[src/rtl/core/dns_wildcard_a_responder_top_assert.svh]
// Assertion macros shared by the responder RTL.
// Each macro expects signals named clock and reset in the enclosing module.
`ifndef DNS_WILDCARD_A_RESPONDER_TOP_ASSERT_SVH
`define DNS_WILDCARD_A_RESPONDER_TOP_ASSERT_SVH

// The condition holds at every clock edge outside reset.
`define DWAR_ASSERT_ALWAYS(lbl, cond, msg) \
   lbl: assert property (@(posedge clock) disable iff (reset) (cond)) else $error(msg);

// The consequence holds in the same cycle as the trigger.
`define DWAR_ASSERT_IMPLIES(lbl, pre, post, msg) \
   lbl: assert property (@(posedge clock) disable iff (reset) (pre) |-> (post)) \
      else $error(msg);

// The consequence holds in the cycle after the trigger.
`define DWAR_ASSERT_NEXT(lbl, pre, post, msg) \
   lbl: assert property (@(posedge clock) disable iff (reset) (pre) |=> (post)) \
      else $error(msg);

`endif

[src/rtl/core/dwar_pkg.sv]
// Shared constants, types and byte formatting functions of the DNS responder.
// No dependencies; the RTL modules and the channel interfaces use this package.
package dwar_pkg;

   localparam int MAX_PACKET  = 512;
   localparam int MAX_ANSWERS = 3;
   localparam int HDR_LEN     = 12;
   localparam int HDR_KEEP    = 6;
   localparam int REC_LEN     = 16;
   localparam int Q_DEPTH     = 4;

   localparam int POS_W      = $clog2(MAX_PACKET + 1);
   localparam int ANS_W      = $clog2(MAX_ANSWERS + 1);
   localparam int HOLD_IDX_W = $clog2(HDR_KEEP);
   localparam int BYTE_IDX_W = $clog2(REC_LEN);
   localparam int Q_PTR_W    = $clog2(Q_DEPTH);
   localparam int Q_CNT_W    = $clog2(Q_DEPTH + 1);
   localparam int CSR_IDX_W  = 1;

   localparam logic [31:0] IPV4_RESET    = 32'hC0A8_0401;
   localparam logic [31:0] TTL_RESET     = 32'd60;
   localparam logic [7:0]  FLAG_QR_AA    = 8'h84;
   localparam logic [7:0]  RCODE_KEEP    = 8'hF0;
   localparam logic [7:0]  NAME_PTR_HI   = 8'hC0;
   localparam logic [7:0]  NAME_PTR_LO   = 8'h0C;
   localparam logic [7:0]  TYPE_A_LO     = 8'h01;
   localparam logic [7:0]  CLASS_IN_LO   = 8'h01;
   localparam logic [7:0]  RDLEN_LO      = 8'h04;
   localparam logic [15:0] NAME_END_SKIP = 16'd5;

   typedef enum logic [CSR_IDX_W-1:0] {
      CSR_ANSWER_IPV4,
      CSR_ANSWER_TTL
   } csr_index_type;

   typedef enum logic [1:0] {
      CMD_NONE,
      CMD_HEADER,
      CMD_PASS
   } cmd_kind_type;

   typedef struct packed {
      cmd_kind_type            kind;
      logic [HDR_KEEP*8-1:0]   payload;
      logic                    last_flag;
      logic [ANS_W-1:0]        rec_count;
   } cmd_type;

   typedef struct packed {
      logic    push;
      cmd_type cmd;
   } q_write_type;

   typedef struct packed {
      logic    valid;
      cmd_type cmd;
   } q_head_type;

   function automatic logic [7:0] hdr_byte(input logic [BYTE_IDX_W-1:0] idx,
                                           input logic [HDR_KEEP*8-1:0] hdr);
      logic [7:0] result;
      case (idx)
         BYTE_IDX_W'(0): result = hdr[47:40];
         BYTE_IDX_W'(1): result = hdr[39:32];
         BYTE_IDX_W'(2): result = hdr[31:24] | FLAG_QR_AA;
         BYTE_IDX_W'(3): result = hdr[23:16] & RCODE_KEEP;
         BYTE_IDX_W'(4), BYTE_IDX_W'(6): result = hdr[15:8];
         BYTE_IDX_W'(5), BYTE_IDX_W'(7): result = hdr[7:0];
         default: result = 8'h00;
      endcase
      return result;
   endfunction

   function automatic logic [7:0] rec_byte(input logic [BYTE_IDX_W-1:0] idx,
                                           input logic [31:0] ttl,
                                           input logic [31:0] ipv4);
      logic [7:0] result;
      case (idx)
         BYTE_IDX_W'(0):  result = NAME_PTR_HI;
         BYTE_IDX_W'(1):  result = NAME_PTR_LO;
         BYTE_IDX_W'(3):  result = TYPE_A_LO;
         BYTE_IDX_W'(5):  result = CLASS_IN_LO;
         BYTE_IDX_W'(6):  result = ttl[31:24];
         BYTE_IDX_W'(7):  result = ttl[23:16];
         BYTE_IDX_W'(8):  result = ttl[15:8];
         BYTE_IDX_W'(9):  result = ttl[7:0];
         BYTE_IDX_W'(11): result = RDLEN_LO;
         BYTE_IDX_W'(12): result = ipv4[31:24];
         BYTE_IDX_W'(13): result = ipv4[23:16];
         BYTE_IDX_W'(14): result = ipv4[15:8];
         BYTE_IDX_W'(15): result = ipv4[7:0];
         default:         result = 8'h00;
      endcase
      return result;
   endfunction

endpackage

[src/rtl/core/dwar_channels_if.sv]
// Valid/ready channel interfaces for query bytes, reply bytes and register writes.
// Depends on dwar_pkg for the register index width.
interface dwar_req_if;
   logic       valid;
   logic       ready;
   logic [7:0] packet_byte;
   logic       is_final;
   modport source (output valid, packet_byte, is_final, input ready);
   modport sink (input valid, packet_byte, is_final, output ready);
endinterface

interface dwar_rsp_if;
   logic       valid;
   logic       ready;
   logic [7:0] reply_byte;
   logic       reply_final;
   modport source (output valid, reply_byte, reply_final, input ready);
   modport sink (input valid, reply_byte, reply_final, output ready);
endinterface

interface dwar_csr_if;
   logic                             valid;
   logic                             ready;
   logic [dwar_pkg::CSR_IDX_W-1:0]   index;
   logic [31:0]                      data;
   modport source (output valid, index, data, input ready);
   modport sink (input valid, index, data, output ready);
endinterface

[src/rtl/core/dwar_front.sv]
// Front end: accepts query bytes, holds the header, walks question names and
// queues at most one command per transaction. Depends on dwar_pkg and dwar_req_if.
`include "dns_wildcard_a_responder_top_assert.svh"

module dwar_front (
   input  logic                  clock,
   input  logic                  reset,
   dwar_req_if.sink              req_bus,
   input  logic                  q_full,
   output dwar_pkg::q_write_type q_wr
);
   import dwar_pkg::*;

   logic [7:0]       header_hold_ff [HDR_KEEP];
   logic [POS_W-1:0] byte_position_ff, byte_position_in;
   logic [15:0]      question_total_ff, question_total_in;
   logic [ANS_W-1:0] answers_found_ff, answers_found_in;
   logic [15:0]      questions_started_ff, questions_started_in;
   logic [15:0]      next_mark_ff, next_mark_in;
   logic             inside_name_ff, inside_name_in;

   logic             accept;
   logic             in_range;
   logic [15:0]      pos16;
   logic [7:0]       pkt_byte;
   logic             fin;
   logic [ANS_W-1:0] rec_count;

   assign req_bus.ready = !q_full;
   assign accept        = req_bus.valid && !q_full;
   assign pkt_byte      = req_bus.packet_byte;
   assign fin           = req_bus.is_final;
   assign in_range      = byte_position_ff < POS_W'(MAX_PACKET);
   assign pos16         = 16'(byte_position_ff);

   always_comb begin
      byte_position_in     = in_range ? byte_position_ff + 1'b1 : byte_position_ff;
      question_total_in    = question_total_ff;
      answers_found_in     = answers_found_ff;
      questions_started_in = questions_started_ff;
      next_mark_in         = next_mark_ff;
      inside_name_in       = inside_name_ff;

      if (in_range && byte_position_ff == POS_W'(HDR_LEN - 1)) begin
         question_total_in = {header_hold_ff[4], header_hold_ff[5]};
      end

      if (in_range && byte_position_ff >= POS_W'(HDR_LEN) && pos16 == next_mark_ff &&
          (inside_name_ff || questions_started_ff < question_total_ff)) begin
         if (!inside_name_ff) begin
            questions_started_in = questions_started_ff + 16'd1;
            if (answers_found_ff < ANS_W'(MAX_ANSWERS)) begin
               answers_found_in = answers_found_ff + 1'b1;
            end
         end
         if (pkt_byte == 8'h00) begin
            next_mark_in   = pos16 + NAME_END_SKIP;
            inside_name_in = 1'b0;
         end else begin
            next_mark_in   = pos16 + 16'(pkt_byte) + 16'd1;
            inside_name_in = 1'b1;
         end
      end

      rec_count = (fin && byte_position_in >= POS_W'(HDR_LEN)) ? answers_found_in : '0;

      q_wr.cmd.rec_count = rec_count;
      q_wr.cmd.payload   = {(HDR_KEEP*8){1'b0}};
      q_wr.cmd.last_flag = 1'b0;
      q_wr.cmd.kind      = CMD_NONE;
      if (in_range && byte_position_ff == POS_W'(HDR_LEN - 1)) begin
         q_wr.cmd.kind      = CMD_HEADER;
         q_wr.cmd.payload   = {header_hold_ff[0], header_hold_ff[1], header_hold_ff[2],
                               header_hold_ff[3], header_hold_ff[4], header_hold_ff[5]};
         q_wr.cmd.last_flag = fin;
      end else if (in_range && byte_position_ff >= POS_W'(HDR_LEN)) begin
         q_wr.cmd.kind      = CMD_PASS;
         q_wr.cmd.payload   = (HDR_KEEP*8)'(pkt_byte);
         q_wr.cmd.last_flag = fin && answers_found_in == '0;
      end
      q_wr.push = accept && (q_wr.cmd.kind != CMD_NONE || rec_count != '0);
   end

   always_ff @(posedge clock) begin
      if (reset) begin
         byte_position_ff     <= '0;
         question_total_ff    <= '0;
         answers_found_ff     <= '0;
         questions_started_ff <= '0;
         next_mark_ff         <= 16'(HDR_LEN);
         inside_name_ff       <= 1'b0;
      end else if (accept) begin
         if (fin) begin
            byte_position_ff     <= '0;
            question_total_ff    <= '0;
            answers_found_ff     <= '0;
            questions_started_ff <= '0;
            next_mark_ff         <= 16'(HDR_LEN);
            inside_name_ff       <= 1'b0;
         end else begin
            byte_position_ff     <= byte_position_in;
            question_total_ff    <= question_total_in;
            answers_found_ff     <= answers_found_in;
            questions_started_ff <= questions_started_in;
            next_mark_ff         <= next_mark_in;
            inside_name_ff       <= inside_name_in;
         end
      end
   end

   always_ff @(posedge clock) begin
      if (accept && in_range && byte_position_ff < POS_W'(HDR_KEEP)) begin
         header_hold_ff[byte_position_ff[HOLD_IDX_W-1:0]] <= pkt_byte;
      end
   end

   `DWAR_ASSERT_ALWAYS(a_answers_le_started, 16'(answers_found_ff) <= questions_started_ff, "answer count exceeds started questions")

endmodule

[src/rtl/core/dwar_queue.sv]
// Command queue between the front end and the reply generator.
// Depends on dwar_pkg for the command type and depth.
`include "dns_wildcard_a_responder_top_assert.svh"

module dwar_queue (
   input  logic                  clock,
   input  logic                  reset,
   input  dwar_pkg::q_write_type q_wr,
   input  logic                  pop,
   output logic                  full,
   output dwar_pkg::q_head_type  head
);
   import dwar_pkg::*;

   cmd_type            entry_ff [Q_DEPTH];
   logic [Q_PTR_W-1:0] wr_ptr_ff, wr_ptr_in;
   logic [Q_PTR_W-1:0] rd_ptr_ff, rd_ptr_in;
   logic [Q_CNT_W-1:0] count_ff, count_in;

   assign full       = count_ff == Q_CNT_W'(Q_DEPTH);
   assign head.valid = count_ff != '0;
   assign head.cmd   = entry_ff[rd_ptr_ff];

   always_comb begin
      wr_ptr_in = wr_ptr_ff;
      rd_ptr_in = rd_ptr_ff;
      count_in  = count_ff;
      if (q_wr.push) begin
         wr_ptr_in = (wr_ptr_ff == Q_PTR_W'(Q_DEPTH - 1)) ? '0 : wr_ptr_ff + 1'b1;
      end
      if (pop) begin
         rd_ptr_in = (rd_ptr_ff == Q_PTR_W'(Q_DEPTH - 1)) ? '0 : rd_ptr_ff + 1'b1;
      end
      if (q_wr.push && !pop) begin
         count_in = count_ff + 1'b1;
      end else if (pop && !q_wr.push) begin
         count_in = count_ff - 1'b1;
      end
   end

   always_ff @(posedge clock) begin
      if (reset) begin
         wr_ptr_ff <= '0;
         rd_ptr_ff <= '0;
         count_ff  <= '0;
      end else begin
         wr_ptr_ff <= wr_ptr_in;
         rd_ptr_ff <= rd_ptr_in;
         count_ff  <= count_in;
      end
   end

   always_ff @(posedge clock) begin
      if (q_wr.push) begin
         entry_ff[wr_ptr_ff] <= q_wr.cmd;
      end
   end

   `DWAR_ASSERT_IMPLIES(a_no_overflow, q_wr.push, !full, "push into a full command queue")
   `DWAR_ASSERT_NEXT(a_count_grows, q_wr.push && !pop, count_ff == Q_CNT_W'($past(count_ff) + 1'b1), "queue count did not follow a push")

endmodule

[src/rtl/core/dwar_back.sv]
// Reply generator: expands queued commands into reply bytes and answer records,
// and holds the answer registers. Depends on dwar_pkg, dwar_rsp_if and dwar_csr_if.
`include "dns_wildcard_a_responder_top_assert.svh"

module dwar_back (
   input  logic                 clock,
   input  logic                 reset,
   input  dwar_pkg::q_head_type head,
   output logic                 pop,
   dwar_rsp_if.source           rsp_bus,
   dwar_csr_if.sink             csr_bus
);
   import dwar_pkg::*;

   typedef enum logic [0:0] {
      ST_PRIMARY,
      ST_RECORDS
   } state_type;

   localparam logic [BYTE_IDX_W-1:0] HDR_LAST = BYTE_IDX_W'(HDR_LEN - 1);
   localparam logic [BYTE_IDX_W-1:0] REC_LAST = BYTE_IDX_W'(REC_LEN - 1);

   state_type             state_ff, state_in;
   logic [BYTE_IDX_W-1:0] idx_ff, idx_in;
   logic [ANS_W-1:0]      rec_ff, rec_in;
   logic                  rsp_valid_ff, rsp_valid_in;
   logic [7:0]            rsp_byte_ff, rsp_byte_in;
   logic                  rsp_last_ff, rsp_last_in;
   logic [31:0]           answer_ipv4_ff;
   logic [31:0]           answer_ttl_ff;

   logic       can_load;
   logic       step;
   logic       emit;
   logic       seg_end;
   logic       rec_last;
   logic [7:0] out_byte;
   logic       out_last;

   assign can_load = !rsp_valid_ff || rsp_bus.ready;
   assign step     = head.valid && can_load;
   assign rec_last = ANS_W'(rec_ff + 1'b1) == head.cmd.rec_count;

   always_comb begin
      emit     = 1'b0;
      seg_end  = 1'b1;
      out_byte = 8'h00;
      out_last = 1'b0;
      case (state_ff)
         ST_PRIMARY: begin
            case (head.cmd.kind)
               CMD_HEADER: begin
                  emit     = 1'b1;
                  out_byte = hdr_byte(idx_ff, head.cmd.payload);
                  out_last = idx_ff == HDR_LAST && head.cmd.last_flag;
                  seg_end  = idx_ff == HDR_LAST;
               end
               CMD_PASS: begin
                  emit     = 1'b1;
                  out_byte = head.cmd.payload[7:0];
                  out_last = head.cmd.last_flag;
               end
               default: begin
                  emit = 1'b0;
               end
            endcase
         end
         ST_RECORDS: begin
            emit     = 1'b1;
            out_byte = rec_byte(idx_ff, answer_ttl_ff, answer_ipv4_ff);
            out_last = rec_last && idx_ff == REC_LAST;
            seg_end  = idx_ff == REC_LAST;
         end
         default: begin
            emit = 1'b0;
         end
      endcase

      pop = step && seg_end &&
            ((state_ff == ST_RECORDS) ? rec_last : head.cmd.rec_count == '0);

      state_in     = state_ff;
      idx_in       = idx_ff;
      rec_in       = rec_ff;
      rsp_valid_in = can_load ? (step && emit) : rsp_valid_ff;
      rsp_byte_in  = (step && emit) ? out_byte : rsp_byte_ff;
      rsp_last_in  = (step && emit) ? out_last : rsp_last_ff;

      if (step) begin
         if (seg_end) begin
            idx_in = '0;
            if (state_ff == ST_PRIMARY) begin
               if (head.cmd.rec_count != '0) begin
                  state_in = ST_RECORDS;
                  rec_in   = '0;
               end
            end else if (rec_last) begin
               state_in = ST_PRIMARY;
               rec_in   = '0;
            end else begin
               rec_in = rec_ff + 1'b1;
            end
         end else begin
            idx_in = idx_ff + 1'b1;
         end
      end
   end

   always_ff @(posedge clock) begin
      if (reset) begin
         state_ff     <= ST_PRIMARY;
         idx_ff       <= '0;
         rec_ff       <= '0;
         rsp_valid_ff <= 1'b0;
      end else begin
         state_ff     <= state_in;
         idx_ff       <= idx_in;
         rec_ff       <= rec_in;
         rsp_valid_ff <= rsp_valid_in;
         rsp_byte_ff  <= rsp_byte_in;
         rsp_last_ff  <= rsp_last_in;
      end
   end

   assign rsp_bus.valid       = rsp_valid_ff;
   assign rsp_bus.reply_byte  = rsp_byte_ff;
   assign rsp_bus.reply_final = rsp_last_ff;

   assign csr_bus.ready = 1'b1;

   always_ff @(posedge clock) begin
      if (reset) begin
         answer_ipv4_ff <= IPV4_RESET;
         answer_ttl_ff  <= TTL_RESET;
      end else if (csr_bus.valid) begin
         case (csr_index_type'(csr_bus.index))
            CSR_ANSWER_IPV4: answer_ipv4_ff <= csr_bus.data;
            CSR_ANSWER_TTL:  answer_ttl_ff  <= csr_bus.data;
            default: begin
            end
         endcase
      end
   end

   `DWAR_ASSERT_IMPLIES(a_records_have_cmd, state_ff == ST_RECORDS, head.valid && head.cmd.rec_count != '0, "record phase without a queued command")

endmodule

[src/rtl/core/dns_wildcard_a_responder_top.sv]
// Top level of the wildcard A-record DNS responder.
// Depends on dwar_pkg, the channel interfaces, dwar_front, dwar_queue and dwar_back.

// The block takes a DNS query one byte per transaction on req_bus and returns
// the reply on rsp_bus, one byte per transaction, at up to one byte per cycle on
// each side. The first eleven query bytes give no output; the twelfth releases the
// twelve reply header bytes, every later byte up to the 512th passes through as one
// reply byte, and the final byte is followed by 16 record bytes per answer, at most
// 48. A four-entry command queue sits between the query parser and the reply
// generator, so the parser keeps taking bytes while the generator streams a header
// or records; req_bus stalls only while that queue is full. The user must write the
// answer address and TTL through csr_bus (index 0 and 1) only while no packet is in
// flight; the block itself does not enforce it.
module dns_wildcard_a_responder_top (
   input  logic       clock,
   input  logic       reset,
   dwar_req_if.sink   req_bus,
   dwar_rsp_if.source rsp_bus,
   dwar_csr_if.sink   csr_bus
);
   import dwar_pkg::*;

   q_write_type q_wr;
   q_head_type  q_head;
   logic        q_full;
   logic        q_pop;

   dwar_front u_front (
      .clock   (clock),
      .reset   (reset),
      .req_bus (req_bus),
      .q_full  (q_full),
      .q_wr    (q_wr)
   );

   dwar_queue u_queue (
      .clock (clock),
      .reset (reset),
      .q_wr  (q_wr),
      .pop   (q_pop),
      .full  (q_full),
      .head  (q_head)
   );

   dwar_back u_back (
      .clock   (clock),
      .reset   (reset),
      .head    (q_head),
      .pop     (q_pop),
      .rsp_bus (rsp_bus),
      .csr_bus (csr_bus)
   );

endmodule
[src/flat_wrapper.sv]
// flat-port wrapper written by rule: the top's interface ports become plain ports
module dns_wildcard_a_responder_top_flat import dwar_pkg::*;
  (clock, reset, req_bus_valid, req_bus_packet_byte, req_bus_is_final, req_bus_ready, rsp_bus_valid, rsp_bus_reply_byte, rsp_bus_reply_final, rsp_bus_ready, csr_bus_valid, csr_bus_index, csr_bus_data, csr_bus_ready);
  dwar_req_if req_bus_i ();
  dwar_rsp_if rsp_bus_i ();
  dwar_csr_if csr_bus_i ();
  input  logic clock;
  input  logic reset;
  input wire logic [$bits(req_bus_i.valid)-1:0] req_bus_valid;
  input wire logic [$bits(req_bus_i.packet_byte)-1:0] req_bus_packet_byte;
  input wire logic [$bits(req_bus_i.is_final)-1:0] req_bus_is_final;
  output wire logic [$bits(req_bus_i.ready)-1:0] req_bus_ready;
  output wire logic [$bits(rsp_bus_i.valid)-1:0] rsp_bus_valid;
  output wire logic [$bits(rsp_bus_i.reply_byte)-1:0] rsp_bus_reply_byte;
  output wire logic [$bits(rsp_bus_i.reply_final)-1:0] rsp_bus_reply_final;
  input wire logic [$bits(rsp_bus_i.ready)-1:0] rsp_bus_ready;
  input wire logic [$bits(csr_bus_i.valid)-1:0] csr_bus_valid;
  input wire logic [$bits(csr_bus_i.index)-1:0] csr_bus_index;
  input wire logic [$bits(csr_bus_i.data)-1:0] csr_bus_data;
  output wire logic [$bits(csr_bus_i.ready)-1:0] csr_bus_ready;
  assign req_bus_i.valid = req_bus_valid;
  assign req_bus_i.packet_byte = req_bus_packet_byte;
  assign req_bus_i.is_final = req_bus_is_final;
  assign req_bus_ready = req_bus_i.ready;
  assign rsp_bus_valid = rsp_bus_i.valid;
  assign rsp_bus_reply_byte = rsp_bus_i.reply_byte;
  assign rsp_bus_reply_final = rsp_bus_i.reply_final;
  assign rsp_bus_i.ready = rsp_bus_ready;
  assign csr_bus_i.valid = csr_bus_valid;
  assign csr_bus_i.index = csr_bus_index;
  assign csr_bus_i.data = csr_bus_data;
  assign csr_bus_ready = csr_bus_i.ready;
  dns_wildcard_a_responder_top u_core (.clock(clock), .reset(reset), .req_bus(req_bus_i), .rsp_bus(rsp_bus_i), .csr_bus(csr_bus_i));
endmodule
[config.mk]
export PLATFORM = sky130hd
export DESIGN_NAME = dns_wildcard_a_responder_top_flat
export DESIGN_NICKNAME = d
export VERILOG_FILES = /design/src/rtl/core/dwar_pkg.sv /design/src/rtl/core/dwar_channels_if.sv /design/src/rtl/core/dwar_front.sv /design/src/rtl/core/dwar_queue.sv /design/src/rtl/core/dwar_back.sv /design/src/rtl/core/dns_wildcard_a_responder_top.sv /design/src/flat_wrapper.sv
export VERILOG_INCLUDE_DIRS = /design/src /design/src/rtl/core
export SDC_FILE = /design/constraint.sdc
export NUM_CORES = 1
export LEC_CHECK = 0
export ABC_AREA = 1
export ABC_CLOCK_PERIOD_IN_PS = 7800
export BUFFER_PORTS_ARGS = -buffer_cell sky130_fd_sc_hd__buf_2
export CAP_MARGIN = 15
export CELL_PAD_IN_SITES_DETAIL_PLACEMENT = 1
export CELL_PAD_IN_SITES_GLOBAL_PLACEMENT = 1
export CORE_MARGIN = 2
export CORE_UTILIZATION = 53
export DETAILED_ROUTE_END_ITERATION = 6
export GPL_TIMING_DRIVEN = 0
export PLACE_DENSITY = 0.95
export RECOVER_POWER = 100
export SETUP_SLACK_MARGIN = 0.5
export SYNTH_ARGS = -nofsm -noshare
export SYNTH_HDL_FRONTEND = slang
export SYNTH_HIERARCHICAL = 1
export SYNTH_SLANG_ARGS = --single-unit
export TNS_END_PERCENT = 30
[constraint.sdc]
create_clock -name clock -period 7.8 [get_ports clock]
set_input_delay 1.56 -clock clock [delete_from_list [all_inputs] [get_ports clock]]
set_output_delay 1.56 -clock clock [all_outputs]
set_load 0.02 [all_outputs]
==> results of run 1 <==
-- cell type report --
type / instances / share of cell area, %
inverter: 175 / 3.42
tap: 442 / 2.84
clock inverter: 15 / 0.650
buffer: 93 / 2.56
multi-input combinational: 1255 / 32.2
timing repair buffer: 64 / 1.56
sequential: 376 / 51.0
clock buffer: 54 / 5.74
-- metrics by stage --
step                      area, um2  hold WS [ns]  setup WS, ns  util (%)  cells
after floorplan               17400         0.418          4.15         -   1899
after global placement        18200         0.432          2.66      56.2   2398
after detailed placement      18300         0.447          3.48      56.5   2402
after CTS                     19600         0.459          3.70      60.3   2471
after global routing          19400         0.482          1.73      59.9   2474
final                         19400         0.458          1.79      59.9   2474
-- routing by layer --
metal	vias to the layer above	wire length (um)	global-route usage, %
met4	2	4630	24.2
li1	6613	-	-
met3	370	5630	7.16
met5	-	15	0
met2	1102	30800	63.0
met1	7695	23100	44.5
-- worst max-delay path by stage --
stage / start / end / slack [ns]
floorplan: req_bus_is_final / u_core/u_queue/entry_ff[0][0] / 4.15
global placement: req_bus_is_final / u_core/u_queue/entry_ff[3][31] / 2.66
detailed placement: req_bus_is_final / u_core/u_queue/count_ff[2] / 3.48
CTS: flip-flop / u_core/u_queue/count_ff[2] / 3.70
global route: u_core/u_front/byte_position_ff[4] / u_core/u_queue/entry_ff[0][45] / 1.73
finish: u_core/u_front/byte_position_ff[4] / u_core/u_queue/entry_ff[0][43] / 1.79
-- cells in the final DEF (no fill, tap or decap), types with 9 or more instances in the layout --
cell type	instances
o21ai_1	19
o21ai_0	180
nor2_2	22
nand2_1	332
a21oi_1	95
xor2_1	15
ha_1	38
clkbuf_16	42
edfxtp_1	239
dfxtp_1	137
nand4_1	16
inv_1	165
clkbuf_1	82
o22ai_1	33
buf_2	64
nor3_1	21
o22ai_2	19
o211ai_1	9
nand3_1	123
nor2_1	289
-- critical path: cells and delay by family, from the launching register on --
kind,cells,cell delay [ns]
AND/OR/NAND/NOR,11,1.93
flip-flops,1,0.44
buffers and inverters,5,3.18
-- sequential cells by signal, summed over array words and instances, names as in the netlist, 3 cells and up, named ones only --
name                                 cells
u_core/u_queue/entry_ff                188
u_core/u_front/header_hold_ff           42
u_core/u_back/answer_ipv4_ff            32
u_core/u_back/answer_ttl_ff             32
u_core/u_front/question_total_ff        16
u_core/u_front/questions_started_ff     16
u_core/u_front/next_mark_ff             11
u_core/u_front/byte_position_ff         10
u_core/u_back/rsp_bus.reply_byte         8
u_core/u_back/idx_ff                     4
u_core/u_queue/count_ff                  3
-- where the power goes --
group	switching [uW]	leakage, uW	internal [uW]
Combinational	116	0.00377	41.0
Sequential	21.0	0.00332	2130
Clock	811	0.000608	1070
==> impl_metrics.yaml, run 1 <==
timing:
  finalCritPeriodShare_pct: 77.0
  drv_slew: 87
  slew_headroom_pct: -54.5
  finalSetupViolCount: 0
  fin_crit_ns: 6.01
  setup_tns_ns: 0
  hold_viol: 0
  clock_skew_ns: 0.0218
  tightest_slew_ns: 2.32
  clock.fmax_mhz: 166
  rsz0062_at_grt: "no"
synthesis:
  syn_area_per_cell_um2: 9.17
  synthCells: 1899
  yosys_warnings: 6
  syn_nets: 1986
  syn-cell-area_um2: 17400
critical_path:
  cp.required_ns: 7.91
  r2r_start: "u_core/u_front/byte_position_ff[4]"
  path_max_fanout: 30
  ff2ff_path_depth: 16
  crit_arrival_ns: 6.11
  startpoint_type: "flip-flop"
  crit_slowest_cell: "clkbuf_1"
  slowest_delay_ns: 1.72
  path_common_cell: "nand2_1"
  worst-setup-path-type: "flip-flop to flip-flop"
  r2r_end: "u_core/u_queue/entry_ff[0][43]"
  r2r_slack_ns: 1.79
  crit_path_end_kind: "flip-flop"
  path_cells: "clkbuf_1 -> nor2_1 -> inv_1 -> nor3_1 -> nor2_1 -> nand2_1 -> nor2_1 -> nand2_1 -> nand2_1 -> nand3_1 -> nand3_1 -> nand2_1 -> inv_1 -> nand2_1 -> inv_1 -> clkbuf_1"
global_routing:
  antenna_found_initial: 1
  grt_pass1_wl_um: 97100
  grt_remaining_overflow: 0
  grt_pass1_vias: 16400
  grt_max_degree: 38
  grt.total_usage_pct: 37.7
detailed_routing:
  vias: 15800
  drt_iter0_markers: 1911
  drc: 0
  postRouteAntennaNets: 0
  wl_per_cell_um: 25.9
  wirelength_um: 64200
  dr.pass1.iters: 6
  vias_per_cell: 6.38
pwr:
  p_per_area_nw_per_um2: 215
  total_power_uw: 4180
  p_leak_uw: 0.00770
  ir_worst_vdd_mv: 0.158
floorplan:
  fp-row-count: 66
  die_h_um: 185
  core_um2: 32500
  dieArea_um2: 34300
  initial_utilization_pct: 53.6
  die_w_um: 185
  io_pins: 59
layout:
  insertedDiodeCount: 0
  layout-drive-gt1-share_pct: 10.3
  multi_input_area_um2: 6270
  layout.nets: 2092
  regArea_um2: 9920
  syn_to_final_growth_pct: 11.7
  fillers: 3742
cts:
  clock_latency_ns: 0.55
  clk_pin_slew_ns: 0.06
  cts_root_buf: "clkbuf_16"
  cts_sinks: 376
  post_cts_resized: 0
  numCtsBuffers: 40
  htreeDepth: 2
  holdBufCountCts: 0
  cts_tree: "yes"
  clock_path_buffers: 3
  cts_setup_buffers: 0
placement:
  place_hpwl_um: 41200
  gp_congestion: 0.921
  io_buffers: 57
min_path:
  holdCritStartpoint: "u_core/u_front/next_mark_ff[10]"
  hold_path.class: "flip-flop to flip-flop"
  min_path_cells: 2
  hold_end: "u_core/u_front/next_mark_ff[10]"
status:
  status: "finished with violations"
  violations: "max-capacitance violations, max-slew violations"
job:
  maxCapViolations: 3
Note: power is estimated with default switching activity, not from simulation.
==> run 2: changes to the inputs <==
ABC_CLOCK_PERIOD_IN_PS = 6100   (was 7800)
CORE_UTILIZATION = 49   (was 53)
PLACE_DENSITY = 0.9   (was 0.95)
clock period = 6.1 ns   (was 7.8 ns; I/O delays follow)
==> impl_metrics.yaml, run 2 (same netlist as run 1, synthesis figures left out) <==
status:
  status: "finished with violations"
  violations: "max-capacitance violations"
layout:
  insertedDiodeCount: 0
  layout-drive-gt1-share_pct: 10.6
  regMostFlops: "u_core/u_queue/entry_ff"
  fin_cells: 2498
  layout.nets: 2092
  mostFrequentLayoutCell: "nand2_1"
  utilization_pct: 55.4
  stdcell_area_um2: 19600
  syn_to_final_growth_pct: 12.3
  largest_reg_flops: 188
  final_cell_mix: "nand2_1 (332), nor2_1 (290), edfxtp_1 (239), o21ai_0 (181), inv_1 (166)"
placement:
  io_buffers: 57
  gp_congestion: 0.898
  dpl.cell_count: 2421
  place_hpwl_um: 39300
  post_dp_cell_area_um2: 18400
timing:
  clock_skew_ns: 0.0204
  slew_headroom_pct: 1.73
  tightest_slew_ns: 1.47
  finalSetupViolCount: 0
  clock.fmax_mhz: 218
  setup_tns_ns: 0
  fin_crit_ns: 4.58
  finalCritPeriodShare_pct: 75.1
  rsz0062_at_grt: "no"
  hold_viol: 0
  drv_slew: 0
global_routing:
  grt_max_degree: 30
  antenna_found_initial: 0
  grt_remaining_overflow: 0
  grt.total_usage_pct: 31.3
  grt_pass1_vias: 15600
  grt_pass1_wl_um: 88400
detailed_routing:
  wl_per_cell_um: 22.9
  dr_wl_met2_um: 28200
  vias: 14800
  postRouteAntennaNets: 0
  top_layer_used: "met4"
  drt_iter0_markers: 1347
  vias_per_cell: 5.94
  m1WireLength_um: 21800
  wirelength_um: 57300
  dr.pass1.iters: 5
  wl_met3_um: 4180
  drc: 0
cts:
  cts_tree: "yes"
  clock_path_buffers: 3
  cts_setup_buffers: 0
  holdBufCountCts: 0
  numCtsBuffers: 40
  cts_root_buf: "clkbuf_16"
  htreeDepth: 2
  clk_pin_slew_ns: 0.06
  clock_latency_ns: 0.56
  cts_sinks: 376
  post_cts_resized: 0
pwr:
  p_comb_share_pct: 3.6
  intPower_uw: 4120
  p_switching_uw: 1180
  ir_worst_vdd_mv: 0.251
  p_leak_uw: 0.00773
  total_power_uw: 5300
  p_per_area_nw_per_um2: 271
  p_seq_share_pct: 51.7
  pwr-share-clk_pct: 44.7
  netSwitchingFraction_pct: 22.3
critical_path:
  path_max_fanout: 27
  worst-setup-path-type: "flip-flop to flip-flop"
  crit_path_end_kind: "flip-flop"
  startpoint_type: "flip-flop"
  crit_arrival_ns: 4.83
  cp.required_ns: 6.35
job:
  maxCapViolations: 1
floorplan:
  io_pins: 59
  dieArea_um2: 37000
  die_h_um: 192
  initial_utilization_pct: 49.3
  die_w_um: 192
  fp-row-count: 69
  core_um2: 35300
min_path:
  hold_path.class: "flip-flop to flip-flop"
## run 2: cell count changes in the layout (fill, tap and decap cells not counted), moves of 2 or more
cell,change
buf_12,+2
clkbuf_1,-3
clkbuf_8,+3
clkinv_2,-3
clkinvlp_4,+2
inv_6,+3
## run 2: area by class of cell
class	instances	area (um2)
inverter	175	664
fill	4073	15800
sequential	376	9920
buffer	93	499
clock inverter	17	131
tap	461	577
multi-input combinational	1255	6260
timing repair buffer	64	359
clock buffer	57	1140
## run 2: power by group through the flow
stage          registers [uW]  logic (uW)  clock network (uW)
3_3_place_gp             2790         171                   0
5_1_grt                  2740         208                2500
2_1_floorplan            2790         107                   0
6_report                 2740         189                2370
4_1_cts                  2740         187                2410
3_5_place_dp             2790         182                   0
## run 2: stage by stage
step	hold WS, ns	setup slack [ns]
floorplan	0.418	2.79
CTS	0.449	2.19
finish	0.446	1.52
global route	0.474	1.32
global placement	0.431	1.34
detailed placement	0.442	2.07
## run 2: critical path, stage by stage (launching register included)
cell	delay [ns]
dfxtp_1	0.58
inv_1	0.18
nand4_1	0.21
nor3_1	0.10
nor2_1	0.14
nand2_1	0.28
nor2_1	0.35
nand2_1	0.14
nand2_1	0.13
nand3_1	0.27
nand3_1	0.17
nand2_1	0.09
inv_1	0.19
nand2_1	0.09
inv_1	1.05
buf_16	0.27
## run 2: per-layer routing
layer | up-vias | global-route usage [%]
li1 | 6605 | -
met1 | 7237 | 37.4
met2 | 760 | 53.9
met3 | 230 | 5.26
met4 | 0 | 17.0
met5 | - | 0
## run 2: path summary, 6_finish.rpt
| kind | slack, ns | depth (start not counted) | startpoint | end |
|---|---|---|---|---|
| min reg2reg | 0.45 | 2 | u_core/u_front/next_mark_ff[10] | u_core/u_front/next_mark_ff[10] |
| max | 1.52 | 15 | u_core/u_front/byte_position_ff[6] | u_core/u_queue/entry_ff[2][30] |
| max reg2reg | 1.52 | 15 | u_core/u_front/byte_position_ff[6] | u_core/u_queue/entry_ff[2][30] |
| min | 0.45 | 2 | u_core/u_front/next_mark_ff[10] | u_core/u_front/next_mark_ff[10] |
